--- src/rtl/tmls_pkg.sv ---
package tmls_pkg;

  localparam int unsigned VALUE_W = 32;
  localparam int unsigned POS_W   = 16;
  localparam int unsigned CFG_W   = 4;

  // count_wanted after reset
  localparam logic [CFG_W-1:0] COUNT_RESET = 4'd8;

  typedef struct packed {
    logic signed [VALUE_W-1:0] sample_value;
    logic                      last_item;
  } in_word_t;

  typedef struct packed {
    logic signed [VALUE_W-1:0] kept_value;
    logic [POS_W-1:0]          kept_position;
    logic                      slot_filled;
    logic                      final_rank;
  } out_word_t;

  // contents of one rank of the chain
  typedef struct packed {
    logic signed [VALUE_W-1:0] value;
    logic [POS_W-1:0]          position;
    logic                      filled;
  } cell_data_t;

  // per-cycle command shared by every cell
  typedef struct packed {
    logic insert;
    logic shift_up;
    logic clear;
  } cell_ctl_t;

endpackage

--- src/rtl/top_m_largest_selector_unit.sv ---
// Top-M largest selector.
// Input channel: a word (sample_value, last_item) is taken at a rising edge
// where start is high and busy is low. Each word gets a position in its set,
// counting from 0 and saturating at SET_LIMIT-1.
// The largest count_wanted values are held in a row of TOP_COUNT cells,
// sorted in descending order; ties keep the earlier value ahead.
// Throughput: one word per cycle while no report runs. Each cell compares the
// new value with its own and hands its contents to its neighbour, so an
// insertion updates every cell together, whatever the depth.
// Report: the word marked last is inserted, then busy rises and count_wanted
// result words follow on result_o, one per cycle, marked by result_valid_o,
// starting the cycle after the accept. The report drains the row through
// rank 0, shifting every rank up towards it.
// The final result carries final_rank; the set state is then cleared and
// busy falls in the next cycle. The receiver cannot stall: each result word
// is present for exactly one cycle.
// Configuration: cfg_we_i writes count_wanted from cfg_wdata_i; 0 acts as 1,
// values above TOP_COUNT act as TOP_COUNT. Write only while idle.
// Reset: the row is empty, the position counter is zero, count_wanted is 8.
module top_m_largest_selector_unit #(
  parameter int unsigned TOP_COUNT = 8,
  parameter int unsigned SET_LIMIT = 65536
) (
  input  logic                       clk_i,
  input  logic                       rst_ni,
  input  logic                       start,
  output logic                       busy,
  input  tmls_pkg::in_word_t         in_word_i,
  output logic                       result_valid_o,
  output tmls_pkg::out_word_t        result_o,
  input  logic                       cfg_we_i,
  input  logic [tmls_pkg::CFG_W-1:0] cfg_wdata_i
);

  localparam int unsigned CNT_W = (SET_LIMIT > 1) ? $clog2(SET_LIMIT) : 1;
  localparam logic [CNT_W-1:0] CNT_MAX = CNT_W'(SET_LIMIT - 1);

  logic [tmls_pkg::CFG_W-1:0] cfg_q;
  logic [tmls_pkg::CFG_W-1:0] eff_count;
  logic [tmls_pkg::CFG_W-1:0] rank_q, rank_d;
  logic                       report_q, report_d;
  logic [CNT_W-1:0]           cnt_q, cnt_d;
  logic                       accept;
  logic                       final_rank;
  tmls_pkg::cell_ctl_t        ctl;
  tmls_pkg::cell_data_t       new_word;
  tmls_pkg::cell_data_t       cell_q [TOP_COUNT];
  logic [TOP_COUNT-1:0]       ins;
  logic [TOP_COUNT-1:0]       active;

  // hold the count register
  always_ff @(posedge clk_i or negedge rst_ni) begin
    if (!rst_ni) begin
      cfg_q <= tmls_pkg::COUNT_RESET;
    end else if (cfg_we_i) begin
      cfg_q <= cfg_wdata_i;
    end
  end

  // clamp the count into 1..TOP_COUNT
  always_comb begin
    if (cfg_q == '0) begin
      eff_count = tmls_pkg::CFG_W'(1);
    end else if (32'(cfg_q) > TOP_COUNT) begin
      eff_count = tmls_pkg::CFG_W'(TOP_COUNT);
    end else begin
      eff_count = cfg_q;
    end
  end

  assign accept     = start & ~busy;
  assign final_rank = report_q & (rank_q == eff_count - tmls_pkg::CFG_W'(1));

  assign ctl.insert   = accept;
  assign ctl.shift_up = report_q & ~final_rank;
  assign ctl.clear    = final_rank;

  assign new_word.value    = in_word_i.sample_value;
  assign new_word.position = 16'(cnt_q);
  assign new_word.filled   = 1'b1;

  // advance the position counter, saturating; restart on the last word
  always_comb begin
    cnt_d = cnt_q;
    if (accept) begin
      if (in_word_i.last_item) begin
        cnt_d = '0;
      end else if (cnt_q < CNT_MAX) begin
        cnt_d = cnt_q + CNT_W'(1);
      end
    end
  end

  // report sequencing: one rank per cycle after the last word
  always_comb begin
    report_d = report_q;
    rank_d   = rank_q;
    if (accept && in_word_i.last_item) begin
      report_d = 1'b1;
      rank_d   = '0;
    end else if (final_rank) begin
      report_d = 1'b0;
    end else if (report_q) begin
      rank_d = rank_q + tmls_pkg::CFG_W'(1);
    end
  end

  always_ff @(posedge clk_i or negedge rst_ni) begin
    if (!rst_ni) begin
      cnt_q    <= '0;
      report_q <= 1'b0;
      rank_q   <= '0;
    end else begin
      cnt_q    <= cnt_d;
      report_q <= report_d;
      rank_q   <= rank_d;
    end
  end

  // row of compare-and-shift cells
  for (genvar i = 0; i < TOP_COUNT; i++) begin : g_cell
    tmls_pkg::cell_data_t left_w;
    tmls_pkg::cell_data_t right_w;
    logic                 left_ins_w;

    assign active[i] = (32'(i) < 32'(eff_count));

    if (i == 0) begin : g_head
      assign left_w     = new_word;
      assign left_ins_w = 1'b0;
    end else begin : g_body
      assign left_w     = cell_q[i-1];
      assign left_ins_w = ins[i-1];
    end

    if (i == TOP_COUNT - 1) begin : g_tail
      assign right_w = '0;
    end else begin : g_inner
      assign right_w = cell_q[i+1];
    end

    tmls_cell u_cell (
      .clk_i      (clk_i),
      .rst_ni     (rst_ni),
      .ctl_i      (ctl),
      .active_i   (active[i]),
      .new_i      (new_word),
      .left_i     (left_w),
      .left_ins_i (left_ins_w),
      .right_i    (right_w),
      .ins_o      (ins[i]),
      .data_o     (cell_q[i])
    );
  end

  // drive the result word from rank 0, zero when empty
  assign busy                   = report_q;
  assign result_valid_o         = report_q;
  assign result_o.kept_value    = cell_q[0].filled ? cell_q[0].value : '0;
  assign result_o.kept_position = cell_q[0].filled ? cell_q[0].position : '0;
  assign result_o.slot_filled   = cell_q[0].filled;
  assign result_o.final_rank    = final_rank;

  // a report always ends with busy dropping
  a_final_ends: assert property (@(posedge clk_i) disable iff (!rst_ni)
    result_valid_o && result_o.final_rank |=> !busy)
    else $error("busy held after the final rank");

  // a last word always starts a report in the next cycle
  a_last_reports: assert property (@(posedge clk_i) disable iff (!rst_ni)
    start && !busy && in_word_i.last_item |=> result_valid_o)
    else $error("no report after the last word");

  // a report is unbroken until its final rank
  a_report_runs: assert property (@(posedge clk_i) disable iff (!rst_ni)
    result_valid_o && !result_o.final_rank |=> result_valid_o)
    else $error("report broke off early");

  // filled ranks form a prefix: no filled rank after an empty one
  a_filled_prefix: assert property (@(posedge clk_i) disable iff (!rst_ni)
    result_valid_o && !result_o.final_rank && !result_o.slot_filled
      |=> !result_o.slot_filled)
    else $error("filled rank after an empty rank");

endmodule

--- src/rtl/tmls_cell.sv ---
module tmls_cell (
  input  logic                   clk_i,
  input  logic                   rst_ni,
  input  tmls_pkg::cell_ctl_t    ctl_i,
  input  logic                   active_i,
  input  tmls_pkg::cell_data_t   new_i,
  input  tmls_pkg::cell_data_t   left_i,
  input  logic                   left_ins_i,
  input  tmls_pkg::cell_data_t   right_i,
  output logic                   ins_o,
  output tmls_pkg::cell_data_t   data_o
);

  logic                 filled_q, filled_d;
  logic signed [31:0]   value_q, value_d;
  logic [15:0]          pos_q, pos_d;

  // the new word belongs here or further up: this rank is empty or beaten
  assign ins_o = active_i & (~filled_q | ($signed(new_i.value) > $signed(value_q)));

  // pick the next contents of this rank
  always_comb begin
    filled_d = filled_q;
    value_d  = value_q;
    pos_d    = pos_q;
    if (ctl_i.clear) begin
      filled_d = 1'b0;
    end else if (ctl_i.shift_up) begin
      filled_d = right_i.filled;
      value_d  = right_i.value;
      pos_d    = right_i.position;
    end else if (ctl_i.insert) begin
      if (!active_i) begin
        filled_d = 1'b0;
      end else if (left_ins_i) begin
        filled_d = left_i.filled;
        value_d  = left_i.value;
        pos_d    = left_i.position;
      end else if (ins_o) begin
        filled_d = 1'b1;
        value_d  = new_i.value;
        pos_d    = new_i.position;
      end
    end
  end

  always_ff @(posedge clk_i or negedge rst_ni) begin
    if (!rst_ni) begin
      filled_q <= 1'b0;
    end else begin
      filled_q <= filled_d;
    end
  end

  always_ff @(posedge clk_i) begin
    value_q <= value_d;
    pos_q   <= pos_d;
  end

  assign data_o.value    = value_q;
  assign data_o.position = pos_q;
  assign data_o.filled   = filled_q;

endmodule

--- config.mk ---
export PLATFORM = sky130hd
export DESIGN_NAME = top_m_largest_selector_unit
export DESIGN_NICKNAME = d
export VERILOG_FILES = /design/src/rtl/tmls_pkg.sv /design/src/rtl/top_m_largest_selector_unit.sv /design/src/rtl/tmls_cell.sv
export SDC_FILE = /design/constraint.sdc
export NUM_CORES = 1
export LEC_CHECK = 0
export ABC_AREA = 1
export BUFFER_PORTS_ARGS = -buffer_cell sky130_fd_sc_hd__buf_2
export CAP_MARGIN = 20
export CORE_MARGIN = 1
export CORE_UTILIZATION = 41
export DETAILED_ROUTE_END_ITERATION = 8
export PLACE_DENSITY = 0.63
export SYNTH_ARGS = -nofsm -noshare
export SYNTH_HDL_FRONTEND = slang
export SYNTH_HIERARCHICAL = 1
export SYNTH_SLANG_ARGS = --single-unit
--- constraint.sdc ---
create_clock -name clk_i -period 3.9 [get_ports clk_i]
set_input_delay 0.585 -clock clk_i [delete_from_list [all_inputs] [get_ports clk_i]]
set_output_delay 0.585 -clock clk_i [all_outputs]
set_load 0.01 [all_outputs]
# Word level (Yosys, flattened, before mapping)
# Index checks and enable logic that the tools add are counted.
[op_classes] magnitude_cmp=18 n_mux=134 add_sub_neg=3 n_reduce_logical=41 eq_ne=10 bitwise_logic=29
[op_table] op="32-bit two-way mux" n=39
[op_table] op="16-bit two-way mux" n=41
[op_table] op="32-bit > comparator" n=8
[op_table] op="1-bit two-way mux" n=49
[op_table] op="5-bit inequality test, second input constant" n=7
[op_table] op="4-bit AND reduction" n=8
[op_table] op="2-bit nonzero test" n=13
[op_table] op="3-bit nonzero test" n=8
[op_table] op="4-bit two-way mux" n=5
[op_table] op="2-bit AND reduction" n=10
[op_table] op="16-bit by 1-bit adder with 16-bit output, second input constant" n=1
[op_table] op="16-bit less-than comparator, second input constant" n=1
[op_table] op="3-bit by 4-bit less-than comparator with 1-bit output, first input constant" n=4
[op_table] op="1-bit bitwise AND" n=11
[op_table] op="1-bit inverter" n=10
[op_table] op="1-bit by 4-bit less-than comparator with 1-bit output, first input constant" n=2
[op_table] op="2-bit by 4-bit less-than comparator with 1-bit output, first input constant" n=2
[op_table] op="1-bit OR" n=8
[op_table] op="4-bit by 1-bit adder with 4-bit output, second input constant" n=1
[op_table] op="4-bit equality test" n=1
[op_table] op="4-bit > comparator, second input constant" n=1
[op_table] op="4-bit logical NOT" n=1
[op_table] op="4-bit inequality test, second input constant" n=1
[op_table] op="4-bit by 1-bit subtractor with 4-bit output, second input constant" n=1
[op_table] op="2 further kinds" n=2
[word_totals] output_inout_bits=52 in_bits=41 regBits=417

# Longest topological paths before layout
# Gate-level depths: netlist of run 1.
[depth] depth_word=11 mapped_depth=21 depth_no_buf=21

# By module
# Netlist of run 1, hierarchy kept.
[by_module_without_submodules] module="tmls_cell (g_cell[0].u_cell ...)" cells_each=425 instances=7 area_per_inst_um2=3385.7
[by_module_without_submodules] module="tmls_cell (g_cell[2].u_cell)" cells_each=428 instances=1 area_per_inst_um2=3393.3
[by_module_without_submodules] module="top_m_largest_selector_unit" cells_each=333 instances=1 area_per_inst_um2=2015.7

# Worst setup path before layout of run 1
# Ideal clock, no wire load.
[synth_timing] path_type="register -> register" start="reg cfg_q[2] (netlist bit)" end="reg g_cell[0].u_cell.pos_q[0] (enable)" setup_ns=0.422 path_stages_with_launch=16 n_path_buf=1 arrival_time_ns=3.922 setup_slack_ns=-0.445 cell_sequence="dfrtp_1 -> nor2_1 -> nand2_1 -> nand2_1 -> inv_1 -> ha_1 -> inv_1 -> nand2_1 -> a21oi_1 -> nor2_1 -> nand2_1 -> nand2_1 -> inv_1 -> inv_2 -> clkbuf_1 -> a21oi_2"
[synth_rtl] item="start: declaration" line="top_m_largest_selector_unit.sv:38" text="logic [tmls_pkg::CFG_W-1:0] cfg_q;"
[synth_rtl] item="start signal: assignment" line="top_m_largest_selector_unit.sv:54" text="cfg_q <= tmls_pkg::COUNT_RESET;"
[synth_rtl] item="start signal: assignment" line="top_m_largest_selector_unit.sv:56" text="cfg_q <= cfg_wdata_i;"
[synth_rtl] item="end signal: assignment" line="tmls_cell.sv:57" text="pos_q <= pos_d;"
[synth_rtl] item="end: declaration" line="tmls_cell.sv:16" text="logic [15:0] pos_q, pos_d;"

==> Flow_metrics.wiki, run 1 <==
{| class="wikitable"
! Metric !! Value
|-
| Maximum vdd drop || 0.6723 mV
|-
| Setup repair after global routing missed its margin || false
|-
| Worst-case reg-to-reg path depth || 15
|-
| Number of maximum-capacitance constraint violations || 0
|-
| Clock Tree Root || sky130_fd_sc_hd__clkbuf_16
|-
| Worst-skew pair later-pin latency || 620 ps
|-
| DRC violations left || 0
|-
| Syn_area_per_cell || 7.792 um2
|-
| Cell area power density || 1028 nW/um2
|-
| Pin count of the biggest net entering global routing || 144
|-
| Fmax || 302.5 MHz
|-
| Diodes inserted || 0
|-
| Net count of the finished layout || 4125
|-
| Placeable core area || 70150 um2
|-
| WP data required || 4130 ps
|-
| Critical path endpoint category || flip-flop
|-
| Post-synthesis instance area || 29100 um2
|-
| Arrival time of the worst setup path || 3540 ps
|-
| Worst setup path endpoint || g_cell[0].u_cell/pos_q[4]
|-
| Layout overhead on the synthesized area || 12.90%
|-
| Beginning of the critical path || cfg_q[3]
|-
| Syn Inst Count || 3735
|-
| Run status || finished, final reports clean
|-
| Drt first-iter violations || 2740
|-
| Number of antenna violations at the first check in global routing || 0
|-
| Endpoint of the worst register-to-register path || g_cell[0].u_cell/pos_q[4]
|-
| Worst min-delay path class || primary input to asynchronous set/reset pin
|-
| Number of H-tree levels || 2
|-
| Total negative slack for setup checks || 0 ps
|-
| Routability congestion estimate from global placement || 0.8941
|-
| Wire length after detailed routing || 97090 um
|-
| GRT Total Usage || 0.2689
|-
| Die Footprint || 72050 um2
|-
| Number of placement rows || 97
|-
| Total CTS buffers || 51
|-
| Beginning of the worst register-to-register path || cfg_q[3]
|-
| Horizontal die dimension || 268.4 um
|-
| Global-route wire length before repair || 148000 um
|-
| Initial Utilization || 0.4149
|-
| Slew of the pin with the lowest slew margin || 1044 ps
|-
| Maximum clock insertion buffer count || 3
|-
| Remaining global-route overflow || 0
|-
| Critical path fanouts, max || 23
|-
| CTS tree || yes
|-
| Vias in the first global route || 25101
|-
| Number of placed I/O pins || 93
|-
| Detailed Routing Iterations Pass 1 || 6
|-
| Proportion of layout cells with a drive suffix above 1 || 0.09258
|-
| Share of the clock period used by the worst path || 0.8477
|-
| Number of sinks handled by clock tree synthesis || 417
|-
| Yosys warning count || 6
|-
| Die Y-Extent || 268.4 um
|-
| Clock edge transition at the registers on the reported setup and hold paths || 60 ps
|-
| Core occupancy in the finished layout || 0.4684
|-
| Number of vias per cell after detailed routing || 5.460
|-
| Leakage power total || 14.94 nW
|-
| Port bufs || 92
|-
| Count of vias placed by the detailed router || 26247
|-
| Number of slew-limit violations in the final report || 0
|-
| Slew Limit Headroom || 0.3037
|-
| Antenna viol nets, final || 0
|-
| Time the worst path needs with I/O delays and setup || 3306 ps
|-
| Setup slack of the most critical reg-to-reg path || 590 ps
|-
| Type of the setup path with the least slack || flip-flop to flip-flop
|-
| Count of instances resized after the clock tree is built || 0
|-
| Hold Buf Count CTS || 0
|-
| CP startpoint kind || flip-flop
|-
| Average detailed-routed wire length per instance || 20.20 um
|-
| HPWL Detailed || 61680 um
|-
| Final setup vio count || 0
|-
| Post-CTS setup buffer count || 0
|-
| Endpoints failing hold || 0
|-
| Skew final || 40.06 ps
|}
area by class of cell:
class                           count  area (um2)
Clock buffer                       79        1454
Inverter                          435        1640
Clock inverter                     17       175.2
Sequential cell                   417       12360
Multi-Input combinational cell   2756       14620
Tap cell                          940        1176
Fill cell                        6994       37290
Timing Repair Buffer              163        1431
power breakdown:
group          switching [W]  internal (W)  total, W  leakage, nW
combinational         0.0121       0.00578    0.0178         9.98
clock                0.00200       0.00277   0.00476        0.795
sequential           0.00203       0.00912    0.0112         4.16
total                 0.0161        0.0177    0.0338         14.9
sequential cells by signal (all words and copies together) (netlist names):
| name | cells |
|---|---|
| busy | 1 |
| cfg_q | 4 |
| cnt_q | 16 |
| g_cell.u_cell/filled_q | 8 |
| g_cell.u_cell/pos_q | 128 |
| g_cell.u_cell/value_q | 256 |
| rank_q | 4 |
cells in the final DEF, fill, tap and decap left out, types with 9 or more instances in the layout:
| cell | n |
|---|---|
| sky130_fd_sc_hd__o21ai_0 | 39 |
| sky130_fd_sc_hd__buf_4 | 36 |
| sky130_fd_sc_hd__buf_12 | 35 |
| sky130_fd_sc_hd__nor2_2 | 17 |
| sky130_fd_sc_hd__nand3_1 | 62 |
| sky130_fd_sc_hd__buf_2 | 92 |
| sky130_fd_sc_hd__ha_1 | 260 |
| sky130_fd_sc_hd__a21oi_4 | 15 |
| sky130_fd_sc_hd__nand2_1 | 822 |
| sky130_fd_sc_hd__clkbuf_16 | 53 |
| sky130_fd_sc_hd__a21oi_1 | 873 |
| sky130_fd_sc_hd__nand4_1 | 26 |
| sky130_fd_sc_hd__inv_2 | 39 |
| sky130_fd_sc_hd__conb_1 | 55 |
| sky130_fd_sc_hd__nand4_2 | 9 |
| sky130_fd_sc_hd__edfxtp_1 | 384 |
| sky130_fd_sc_hd__clkbuf_1 | 23 |
| sky130_fd_sc_hd__o21a_1 | 16 |
| sky130_fd_sc_hd__nand2_2 | 17 |
| sky130_fd_sc_hd__inv_1 | 394 |
| sky130_fd_sc_hd__nor2_1 | 476 |
| sky130_fd_sc_hd__dfrtp_1 | 31 |
stage by stage:
step           hold slack (ps)  setup WS [ps]  std cells  area (um2)  power [W]
5_1_grt                  139.7          380.0       4807       32860    0.03612
6_report                 102.4          594.1       4807       32860    0.03376
3_5_place_dp             463.3          157.1       4711       31230    0.02874
3_3_place_gp             456.9          198.4       4711       31230    0.02837
4_1_cts                  118.0          602.2       4807       32860    0.03355
2_1_floorplan            289.4          47.96       3788       29360    0.02195
worst min-delay path by stage:
stage                          from                         to  slack [ps]  cells past startpoint
final                        rst_ni                  rank_q[0]         100                      1
after CTS                    rst_ni  g_cell[2].u_cell/filled_q         120                      1
after global placement    rank_q[3]                  rank_q[3]         460                      2
after global routing         rst_ni                   cfg_q[1]         140                      1
after floorplan              rst_ni                       busy         290                      0
after detailed placement  rank_q[3]                  rank_q[3]         460                      2
critical path: stages, from the launching register on:
cell	delay (ps)
sky130_fd_sc_hd__dfstp_2	590
sky130_fd_sc_hd__nor2_1	50
sky130_fd_sc_hd__buf_4	160
sky130_fd_sc_hd__nand2_1	90
sky130_fd_sc_hd__nand2_1	90
sky130_fd_sc_hd__inv_1	70
sky130_fd_sc_hd__ha_1	220
sky130_fd_sc_hd__nand3_1	120
sky130_fd_sc_hd__a21oi_1	160
sky130_fd_sc_hd__nor2_1	70
sky130_fd_sc_hd__nand2_1	150
sky130_fd_sc_hd__nand2_1	160
sky130_fd_sc_hd__inv_8	220
sky130_fd_sc_hd__inv_2	100
sky130_fd_sc_hd__a21oi_4	190
sky130_fd_sc_hd__buf_4	440
routing by layer:
metal  share of wire  global-route usage  wire (um)  vias up
li1                -                   -          -    12634
met1            0.43              0.3601      41910    12493
met2            0.47              0.4488      45730      953
met3           0.069             0.03662       6700      167
met4           0.028             0.08523       2750        0
met5               0                   0          0        -
Power figures use the tool's default switching activity.
==> run 2, diff against run 1 <==
clock period = 3 ns   (was 3.9 ns; I/O delays follow)
==> run 2 against run 1 <==
- the run now ends with setup timing left
- critical path depth increased by 2
- register-to-register slack lost 620 ps
- clock power rose by 27%
- global-route usage is 0.77 points lower
- core utilization up 4.2 points
- sequential share of layout area is 3.1 points lower
- first-iteration DRC count grew 0.91%
- final area increased by 9.0%
- critical endpoint is now g_cell[2].u_cell/pos_q[4]
==> Flow_metrics.wiki, run 2 (synthesized netlist as in run 1, its figures left out) <==
{| class="wikitable"
! Metric !! Value
|-
| Proportion of layout cells with a drive suffix above 1 || 0.1602 (+0.06759)
|-
| Remaining global-route overflow || 0 (unchanged)
|-
| Final setup vio count || 41 (+41)
|-
| Worst hold slack across all endpoints || 55.41 ps (-46.97 ps)
|-
| Layout overhead on the synthesized area || 23.00%
|-
| Slew Limit Headroom || 0.4263 (+0.1226)
|-
| Horizontal die dimension || 268.4 um (unchanged)
|-
| Number of placed I/O pins || 93 (unchanged)
|-
| Failing checks || setup timing
|-
| Placeable core area || 70150 um2 (unchanged)
|-
| Total negative slack for setup checks || -384.8 ps (-384.8 ps)
|-
| Run status || complete, but fails checks
|-
| Time the worst path needs with I/O delays and setup || 3023 ps (-283.2 ps)
|-
| Total CTS buffers || 51 (unchanged)
|-
| Fmax || 330.8 MHz (+9.4%)
|-
| Drt first-iter violations || 2765 (+0.91%)
|-
| Number of sinks handled by clock tree synthesis || 417 (unchanged)
|-
| Arrival time of the worst setup path || 3330 ps (-210 ps)
|-
| Pin count of the biggest net entering global routing || 86 (-40%)
|-
| HPWL Detailed || 65330 um (+5.9%)
|-
| Port bufs || 92 (unchanged)
|-
| Wire length after detailed routing || 99500 um (+2.5%)
|-
| Clock edge transition at the registers on the reported setup and hold paths || 60 ps (about the same)
|-
| Critical path endpoint category || flip-flop
|-
| Diodes inserted || 0 (unchanged)
|-
| Average detailed-routed wire length per instance || 19.64 um (-2.8%)
|-
| Leakage power total || 16.54 nW (+11%)
|-
| Worst-skew pair later-pin latency || 610 ps (about the same)
|-
| Routability congestion estimate from global placement || 0.9082 (+1.6%)
|-
| Setup slack of the most critical reg-to-reg path || -20 ps (-620 ps)
|-
| Setup repair after global routing missed its margin || true
|-
| Clock Tree Root || sky130_fd_sc_hd__clkbuf_16
|-
| Count of vias placed by the detailed router || 27588 (+5.1%)
|-
| Endpoints failing hold || 0 (unchanged)
|-
| CP startpoint kind || flip-flop
|-
| Detailed Routing Iterations Pass 1 || 6 (unchanged)
|-
| Number of vias per cell after detailed routing || 5.445 (-0.28%)
|-
| Cell area power density || 1336 nW/um2 (+30%)
|-
| Global-route wire length before repair || 146700 um (-0.87%)
|-
| Number of antenna violations at the first check in global routing || 0 (unchanged)
|-
| Flip-flop count of the largest register after layout || 256 (unchanged)
|-
| WP data required || 3300 ps (-830 ps)
|-
| Number of maximum-capacitance constraint violations || 0 (unchanged)
|-
| Vias in the first global route || 26212 (+4.4%)
|-
| Die Footprint || 72050 um2 (unchanged)
|-
| Number of slew-limit violations in the final report || 0 (unchanged)
|-
| Most common library cell in the layout ignoring fill and taps || sky130_fd_sc_hd__a21oi_1
|-
| Die Y-Extent || 268.4 um (unchanged)
|-
| Maximum vdd drop || 0.8261 mV (+23%)
|-
| Most frequent cells in the layout || sky130_fd_sc_hd__a21oi_1, sky130_fd_sc_hd__nand2_1, sky130_fd_sc_hd__nor2_1
|-
| GRT Total Usage || 0.2612 (-0.007665)
|-
| Largest reg by FF count || g_cell.u_cell/value_q
|-
| Register Area || 12360 um2 (unchanged)
|-
| Final setup margin || -22.74 ps (-616.8 ps)
|-
| CTS tree || yes
|-
| Biggest registers after layout || g_cell.u_cell/value_q x256, g_cell.u_cell/pos_q x128, cnt_q x16
|-
| Total area of multi-input combinational cells || 14870 um2 (+1.7%)
|-
| Net count of the finished layout || 4389 (+6.4%)
|-
| Maximum clock insertion buffer count || 3 (unchanged)
|-
| Type of the setup path with the least slack || flip-flop to flip-flop
|-
| Filler instances || 6688 (-4.4%)
|-
| Antenna viol nets, final || 0 (unchanged)
|-
| DRC violations left || 0 (unchanged)
|-
| Share of the clock period used by the worst path || 1.008 (+0.1599)
|-
| Initial Utilization || 0.4149 (unchanged)
|-
| Number of placement rows || 97 (unchanged)
|-
| Critical path fanouts, max || 14 (-39%)
|-
| Number of H-tree levels || 2 (unchanged)
|-
| Skew final || 16.58 ps (-23.48 ps)
|-
| Worst min-delay path class || primary input to flip-flop
|-
| Slew of the pin with the lowest slew margin || 860.6 ps (-183.8 ps)
|}
-- run 2: changes by cell type in the layout (fill, tap and decap cells not counted), sizes merged --
cell	delta
dlygate4sd3	+1
clkinv	+3
inv	-2
buf	+242
clkinvlp	+2
bufbuf	+1
clkbuf	+13
-- run 2: path summary, 6_finish.rpt --
path / startpoint / end / depth (start not counted)
hold / removal: cfg_wdata_i[1] / cfg_q[1] / 3
hold reg to reg: rank_q[3] / rank_q[3] / 2
setup / recovery: g_cell[1].u_cell/value_q[27] / g_cell[2].u_cell/pos_q[4] / 17
min in group asynchronous: rst_ni / cfg_q[1] / 2
max in group asynchronous: rst_ni / g_cell[0].u_cell/filled_q / 2
setup reg to reg: g_cell[1].u_cell/value_q[27] / g_cell[2].u_cell/pos_q[4] / 17
-- run 2: cell type report --
class,instances,share of cell area
repair buffers,427,0.1162
clock buffers,72,0.03960
inverters,435,0.04599
clock inverters,20,0.004753
flip-flops and latches,417,0.3452
multi-input cells,2756,0.4153
well taps,940,0.03285
-- run 2: timing repair --
item | in CTS | in global routing
cloned | 1 | 23
hold endpoints to repair | 32 | 0
setup buffers | 4 | 40
endpoints found under the setup margin | 129 | 438
pin swaps | 6 | 24
hold buffers | 1 | 0
gates resized for setup | 8 | 72
-- run 2: routing by layer --
metal / part of all wire / GRT usage / vias up / wire [um]
met5: 0 / 0 / - / 0
met4: 0.045 / 0.1090 / 0 / 4521
met3: 0.079 / 0.03516 / 220 / 7886
met2: 0.46 / 0.4234 / 1188 / 45350
met1: 0.42 / 0.3507 / 13015 / 41740
li1: - / - / 13165 / -
-- run 2: worst max-delay path, cell delays in order, from the launching register on --
cell and delay (ps):
sky130_fd_sc_hd__edfxtp_1 450, sky130_fd_sc_hd__inv_1 100, sky130_fd_sc_hd__ha_1 240, sky130_fd_sc_hd__a21oi_1 130, sky130_fd_sc_hd__o21ai_0 100, sky130_fd_sc_hd__nand2_1 70, sky130_fd_sc_hd__nand2_1 110, sky130_fd_sc_hd__a21oi_2 210
sky130_fd_sc_hd__nand2_1 80, sky130_fd_sc_hd__nand2_1 100, sky130_fd_sc_hd__nand3_4 120, sky130_fd_sc_hd__a21oi_4 190, sky130_fd_sc_hd__inv_2 70, sky130_fd_sc_hd__nand3_1 100, sky130_fd_sc_hd__nand2_1 90, sky130_fd_sc_hd__a21oi_4 170
sky130_fd_sc_hd__buf_8 180, sky130_fd_sc_hd__buf_12 170
-- run 2: where the power goes --
group	leakage, nW	internal (W)	switching (W)
Clock	0.772	0.00352	0.00252
Combinational	11.6	0.0105	0.0171
Sequential	4.16	0.0118	0.00228
-- run 2: stage by stage --
stage | utilization | power [W] | instances | cell area [um2] | setup slack, ps
4_1_cts | 0.4933 | 0.04467 | 5004 | 34610 | -1.213
3_5_place_dp | 0.4693 | 0.03840 | 4906 | 32920 | -532.4
5_1_grt | 0.5103 | 0.05101 | 5067 | 35800 | -126.6
3_3_place_gp | 0.4693 | 0.03787 | 4906 | 32920 | -464.0
6_report | 0.5103 | 0.04781 | 5067 | 35800 | -22.74
2_1_floorplan | - | 0.02869 | 3788 | 29500 | -379.7
